`src/trpl_pkg.sv`:
```
// trpl_pkg: shared constants and types for the tagged region point lookup unit
// no dependencies
`timescale 1ns / 1ps
package trpl_pkg;
  localparam int DefMaxEdges   = 256;
  localparam int DefMaxRegions = 16;
  localparam int CoordW        = 16;
  localparam int TagW          = 16;
  localparam int StatusW       = 2;
  localparam int CmdW          = 2;
  localparam int QuotW         = 33;

  localparam logic [CmdW-1:0] CMD_LOAD  = 2'd0;
  localparam logic [CmdW-1:0] CMD_QUERY = 2'd1;
  localparam logic [CmdW-1:0] CMD_CLEAR = 2'd2;
  localparam logic [CmdW-1:0] CMD_NOP   = 2'd3;

  localparam logic [StatusW-1:0] ST_OK          = 2'd0;
  localparam logic [StatusW-1:0] ST_EDGE_FULL   = 2'd1;
  localparam logic [StatusW-1:0] ST_REGION_FULL = 2'd2;
  localparam logic [StatusW-1:0] ST_ZERO_TAG    = 2'd3;

  // controller to datapath
  typedef struct packed {
    logic latch_in;     // capture input item
    logic clear_tabs;   // empty both tables
    logic rsearch_init; // start region tag search
    logic rsearch_step; // compare next region tag
    logic store_edge;   // write edge and maybe new region
    logic qinit;        // clear parity, edge pointer
    logic rd_edge;      // issue edge read
    logic eval_edge;    // set up crossing test from read data
    logic div_start;    // start divider
    logic edge_done;    // apply parity and advance
    logic pscan_init;
    logic pscan_step;
    logic emit;         // drive result strobe
  } trpl_cmd_t;

  // datapath to controller
  typedef struct packed {
    logic [CmdW-1:0] cmd;
    logic zero_tag;
    logic edge_full;
    logic rsearch_done;
    logic tag_found;
    logic region_full;
    logic edges_done;
    logic crosses;     // endpoints straddle cy
    logic div_busy;
    logic pscan_done;
  } trpl_sts_t;
endpackage

```
`src/trpl_ctrl.sv`:
```
// trpl_ctrl: command sequencer for load, query and clear
// uses trpl_pkg
`timescale 1ns / 1ps
module trpl_ctrl (
  input  logic                         clk,
  input  logic                         rst_n,
  input  logic                         start,
  output logic                         busy,
  output trpl_pkg::trpl_cmd_t          ctl,
  input  trpl_pkg::trpl_sts_t          sts,
  output logic [trpl_pkg::StatusW-1:0] st_code
);
  import trpl_pkg::*;
  localparam logic [3:0] S_IDLE = 4'd0, S_DEC = 4'd1, S_RSRCH = 4'd2, S_STORE = 4'd3,
                         S_QRD = 4'd4, S_QEVAL = 4'd5, S_QDIV = 4'd6, S_QWAIT = 4'd7,
                         S_QAPPLY = 4'd8, S_PSCAN = 4'd9, S_DONE = 4'd10,
                         S_RWAIT = 4'd11, S_PINIT = 4'd12;

  logic [3:0] state_r, state_nxt;
  logic [StatusW-1:0] st_r, st_nxt;

  always_comb begin
    state_nxt = state_r;
    st_nxt    = st_r;
    ctl       = '0;
    case (state_r)
      S_IDLE: if (start) begin
        ctl.latch_in = 1'b1;
        state_nxt    = S_DEC;
      end
      S_DEC: begin
        st_nxt = ST_OK;
        case (sts.cmd)
          CMD_LOAD: begin
            if (sts.zero_tag) begin st_nxt = ST_ZERO_TAG; state_nxt = S_DONE; end
            else if (sts.edge_full) begin st_nxt = ST_EDGE_FULL; state_nxt = S_DONE; end
            else begin ctl.rsearch_init = 1'b1; state_nxt = S_RWAIT; end
          end
          CMD_QUERY: begin ctl.qinit = 1'b1; state_nxt = S_QRD; end
          CMD_CLEAR: begin ctl.clear_tabs = 1'b1; state_nxt = S_DONE; end
          default: state_nxt = S_DONE;
        endcase
      end
      S_RWAIT: begin ctl.rsearch_step = 1'b1; state_nxt = S_RSRCH; end
      S_RSRCH: begin
        if (sts.rsearch_done) begin
          if (!sts.tag_found && sts.region_full) begin
            st_nxt = ST_REGION_FULL; state_nxt = S_DONE;
          end else state_nxt = S_STORE;
        end else ctl.rsearch_step = 1'b1;
      end
      S_STORE: begin ctl.store_edge = 1'b1; state_nxt = S_DONE; end
      S_QRD: begin
        if (sts.edges_done) begin ctl.pscan_init = 1'b1; state_nxt = S_PINIT; end
        else begin ctl.rd_edge = 1'b1; state_nxt = S_QEVAL; end
      end
      S_QEVAL: begin ctl.eval_edge = 1'b1; state_nxt = S_QDIV; end
      S_QDIV: begin
        if (sts.crosses) begin ctl.div_start = 1'b1; state_nxt = S_QWAIT; end
        else begin ctl.edge_done = 1'b1; state_nxt = S_QRD; end
      end
      S_QWAIT: if (!sts.div_busy) state_nxt = S_QAPPLY;
      S_QAPPLY: begin ctl.edge_done = 1'b1; state_nxt = S_QRD; end
      S_PINIT: begin ctl.pscan_step = 1'b1; state_nxt = S_PSCAN; end
      S_PSCAN: begin
        if (sts.pscan_done) state_nxt = S_DONE;
        else ctl.pscan_step = 1'b1;
      end
      S_DONE: begin ctl.emit = 1'b1; state_nxt = S_IDLE; end
      default: state_nxt = S_IDLE;
    endcase
  end

  always_ff @(posedge clk) begin
    if (!rst_n) begin
      state_r <= S_IDLE;
      st_r    <= ST_OK;
    end else begin
      state_r <= state_nxt;
      st_r    <= st_nxt;
    end
  end

  assign busy    = (state_r != S_IDLE);
  assign st_code = st_r;
endmodule

```
`config.mk`:
```
export PLATFORM = sky130hd
export DESIGN_NAME = trpl_ctrl
export DESIGN_NICKNAME = d
export VERILOG_FILES = /design/src/trpl_pkg.sv /design/src/trpl_ctrl.sv
export SDC_FILE = /design/constraint.sdc
export NUM_CORES = 1
export LEC_CHECK = 0
export ABC_CLOCK_PERIOD_IN_PS = 4000
export BUFFER_PORTS_ARGS = -buffer_cell sky130_fd_sc_hd__buf_2
export CORE_MARGIN = 8
export CORE_UTILIZATION = 30
export CTS_CLUSTER_SIZE = 16
export DETAILED_ROUTE_END_ITERATION = 7
export GPL_TIMING_DRIVEN = 0
export PLACE_DENSITY = 0.54
export SETUP_SLACK_MARGIN = 0.4
export SYNTH_ARGS = -nofsm -noshare
export SYNTH_HDL_FRONTEND = slang
export SYNTH_SLANG_ARGS = --single-unit
```
`constraint.sdc`:
```
create_clock -name clk -period 4 [get_ports clk]
set_input_delay 0.2 -clock clk [delete_from_list [all_inputs] [get_ports clk]]
set_output_delay 0.2 -clock clk [all_outputs]
set_load 0.05 [all_outputs]
```
Yosys cells after proc, flatten, opt, wreduce, memory -nomap -nowiden:

Cells that the tools add are included.

* register bits after elaboration: 6
* input port bits: 14

* equal/unequal tests: 19
* muxes and demuxes: 41
* reductions and logical operators: 8

Operators with widths (number)
* one-hot mux 4 bit (12 select lines): 1
* 2-to-1 mux 4 bit: 7
* 2-to-1 mux 1 bit: 22
* equality test 4 bit (second input constant): 5
* equality test 4 x 3 -> 1 bit (second input constant): 4
* 2-to-1 mux 2 bit: 6
* inequality test 2 bit (second input constant): 5
* equality test 4 x 2 -> 1 bit (second input constant): 2
* one-hot mux 4 bit (2 select lines): 1
* one-hot mux 1 bit (2 select lines): 3
* equality test 4 x 1 -> 1 bit (second input constant): 1
* logical NOT 4 bit: 1
* one-hot mux 2 bit (2 select lines): 1
* AND reduction 4 bit: 1
* nonzero test 4 bit: 1
* AND reduction 3 bit: 1
* equality test 2 x 1 -> 1 bit (second input constant): 1
* equality test 2 bit (second input constant): 1
* logical NOT 2 bit: 1
* nonzero test 2 bit: 1
* logical AND 1 bit: 1
* logical NOT 1 bit: 1

Depth between registers and ports, before layout:

* depth after elaboration: 5
* gate-level depth with buffers: 6
* depth with buffers taken out: 4

Worst setup path before layout:

No wires, ideal clock.

* path kind: register to output
* start point: reg state_r[3]
* end point: out ctl[9] (netlist bit)
* arrival time: 1.969 ns
* setup slack: 1.831 ns
* cell stages (with the launch flop): 6
* buffers on the path: 2
* cells stage by stage: dfxtp_1 > buf_4 > buf_2 > nor3_1 > a21oi_1 > nor3b_1

RTL lines
* start, declared: RTL line trpl_ctrl.sv:19 `logic [3:0] state_r, state_nxt;`
* start signal, assigned: RTL line trpl_ctrl.sv:79 `state_r <= state_nxt;`
* end, declared: RTL line trpl_ctrl.sv:9 `output trpl_pkg::trpl_cmd_t ctl,`

==> run_results.csv <==
group,metric,value,unit
power,clock_power_share,0.074,
drt,drc,0,
clock_network,ctsResizeCount,0,
place,post-place-cells,152,
global_routing,antenna_found_initial,0,
floorplan,die_y,64.84,µm
synthesis,synth_top_family_by_area,"simple AND/OR/NAND/NOR gates",
synthesis,ys_ff_latch,6,
layout,nFillCells,232,
drt,ant_nets,0,
synthesis,synth_cells,95,
drt,drt_pass1_iterations,4,
setup_path,crit_family,"simple AND/OR/NAND/NOR gates",
power,switching_power,0.4003,mW
clock_network,holdBufCountCts,0,
setup_path,crit_slowest_cell,"nor2b_1",
power,seq_power_share,0.124,
clock_network,path_clk_slew,0.04,ns
layout,final_area,918.4,µm²
hold_path,holdCritPathClass,"input port to register",
global_routing,grt_pass1_vias,811,
setup_path,worstPathCellList,"buf_2 -> nor2b_1 -> nand2_1 -> o22ai_1 -> nor2b_1 -> buf_2",
floorplan,die-area,4204,µm²
drt,drt_iter0_markers,20,
hold_path,worstHoldStart,"sts[0]",
power,power,0.7197,mW
synthesis,synth_commonest_cells,"nor2_1 (9), dfxtp_1 (6), inv_1 (6)",
global_routing,grt_pass1_wl,3.705,mm
layout,stdcell_count,155,
setup_path,start_kind,"register",
clock_network,cts_buffers,3,
timing,setup_viol,0,
clock_network,htree_levels,1,
floorplan,io_pins,30,
setup_path,cp.arrival,1.71,ns
timing,holdWs,0.2835,ns
synthesis,synth.cell_area,715.7,µm²
drt,vias,807,
run,cap_violations,0,
setup_path,regToRegSetupSlack,2.48,ns
setup_path,rr_startpoint,"state_r[0]",
setup_path,critPathBufInv,2,
layout,drive_gt1_frac,0.4094,
floorplan,die_w,64.84,µm
floorplan,start_util,0.3204,
power,vdd_drop_max,327.9,µV
synthesis,syn_avg_cell_area,7.534,µm²
synthesis,synth_compound_area_frac,0.2360,
timing,hold_viol_final,0,
synthesis,synthDominantCellAreaShare,0.1678,
synthesis,synth-async-reset-ratio,0,
power,power_density,783.7,nW/µm²
timing,fin_ws,2.088,ns
setup_path,slowest_delay,0.35,ns
drt,vias_per_cell,5.206,
global_routing,grt_max_degree,11,
setup_path,reg2reg_depth,5,
timing,tns,0,ns
power,combPwrFrac,0.802,
synthesis,yosys.area_share.simple,0.4423,
clock_network,clk-insertion-delay-late,0.24,ns
synthesis,ys.flop_type,"dfxtp_1",
setup_path,r2r-end,"state_r[1]",
drt,wl,2.196,mm
synthesis,synth.distinct_cells,42,
timing,worst_pin_slew,0.3687,ns
synthesis,synth-adder-area-share,0,
place,place_area,895.9,µm²
clock_network,cts.sinks,6,
timing,skew,0.0004514,ns
layout,antenna_cells,0,
layout,fin_nets,143,
drt,wire_per_inst,14.17,µm
synthesis,synth.most_common_cell,"nor2_1",
outcome,outcome,"finished, final reports clean",
clock_network,cts_root_buf,"clkbuf_4",
synthesis,seq_area_frac_synth,0.1678,
global_routing,grt_usage,0.1077,
global_routing,gr-total-overflow,0,
synthesis,synth_warnings,0,
clock_network,cts_buffer_depth,2,
timing,period_share,0.4781,
place,globalplace.congestion,0.8248,
hold_path,min_to,"state_r[3]",
setup_path,required,3.80,ns
floorplan,row_count,17,
hold_path,min_path_cells,3,
place,place_ws,2.336,ns
place,port_buffers,29,
setup_path,crit_type,"register to output pin",
timing,relSlewSlack,0.7508,
power,p_leak,0.4440,nW
floorplan,core-area,2233,µm²
synthesis,synth-edff-count,0,
timing,fmax,522.9,MHz
synthesis,synth-xor-area-share,0,
synthesis,ys_top_cells_by_area,"dfxtp_1 (17%), nor2_1 (4.7%), nand2b_1 (4.4%)",
timing,slew_violations,0,
place,hpwl,1.757,mm
timing,rsz0062_at_grt,"no",
timing,fin_crit,1.912,ns
power,swShare,0.5562,
synthesis,syn_nets,109,
setup_path,end_kind,"output pin",
synthesis,netlist.top_cell.by_area,"dfxtp_1",
power,cellInternalPower,0.3194,mW
clock_network,cts_tree,"yes",
synthesis,muxShareOfSynthArea,0.04545,
layout,syn2layout_area_growth,28.32,%
clock_network,cts_setup_buffers,0,
layout,fin_util,0.4112,
setup_path,worstPathMaxFanout,10,
[layout make-up]
cell class | instances | area [µm²] | share of cell area
multi-input cells | 75 | 518.0 | 0.5640
repair buffers | 29 | 145.1 | 0.1580
inverters | 6 | 22.52 | 0.02452
plain buffers | 8 | 55.05 | 0.05995
clock buffers | 3 | 22.52 | 0.02452
flip-flops and latches | 6 | 120.1 | 0.1308
well taps | 28 | 35.03 | 0.03815
[metal layers]
metal	vias up	routed length (µm)	global-route usage
li1	411	-	-
met3	2	183	0.04983
met4	0	16	0.03270
met2	32	933	0.1627
met1	362	1064	0.1324
met5	-	0	0
[power groups by stage]
stage / registers, mW / logic, mW / clock network [mW]
after floorplan: 0.107 / 0.444 / 0
after global placement: 0.0899 / 0.576 / 0
after detailed placement: 0.0904 / 0.577 / 0
after CTS: 0.0895 / 0.579 / 0.0569
after global routing: 0.0924 / 0.623 / 0.0630
final: 0.0893 / 0.577 / 0.0530
[how the worst max path moves through the flow]
stage,cells past startpoint,slack [ns],startpoint,to
finish,6,2.09,state_r[1],ctl[3]
global route,6,1.93,state_r[1],ctl[3]
CTS,6,2.06,state_r[1],ctl[3]
detailed placement,6,2.34,state_r[1],ctl[3]
global placement,6,2.32,state_r[1],ctl[3]
floorplan,5,1.83,state_r[3],ctl[9]
[cells by family (layout without fill, tap and decap cells)]
kind of cell / Yosys count / count (layout)
buffers and inverters: 14 / 46
AO/OA/AOI/OAI: 23 / 23
flip-flops: 6 / 6
multiplexers: 3 / 3
AND/OR/NAND/NOR: 49 / 49
[state kept, by name, indices dropped and copies added, names as in the netlist]
signal and cells:
st_code 2, state_r 4
[worst reg2reg max path: cells and delay by family (launching register included)]
| kind | cells | cell delay (ns) |
|---|---|---|
| AO/OA/AOI/OAI | 1 | 0.31 |
| flip-flops | 1 | 0.28 |
| buffers and inverters | 2 | 0.35 |
| AND/OR/NAND/NOR | 2 | 0.47 |
[placed cells by master, fill, tap and decap left out, drive strengths merged, types with 2 or more instances in the layout]
cell type  instances
buf               37
nor2              11
inv                6
dfxtp              6
nor2b              6
a21oi              6
nand2b             5
nand2              4
and3               4
o21ai              4
nand3              3
nand3b             3
o22ai              3
clkbuf             3
nor3b              3
nor4b              3
a211oi             2
mux2               2
Note: power is estimated with default switching activity, not from simulation.
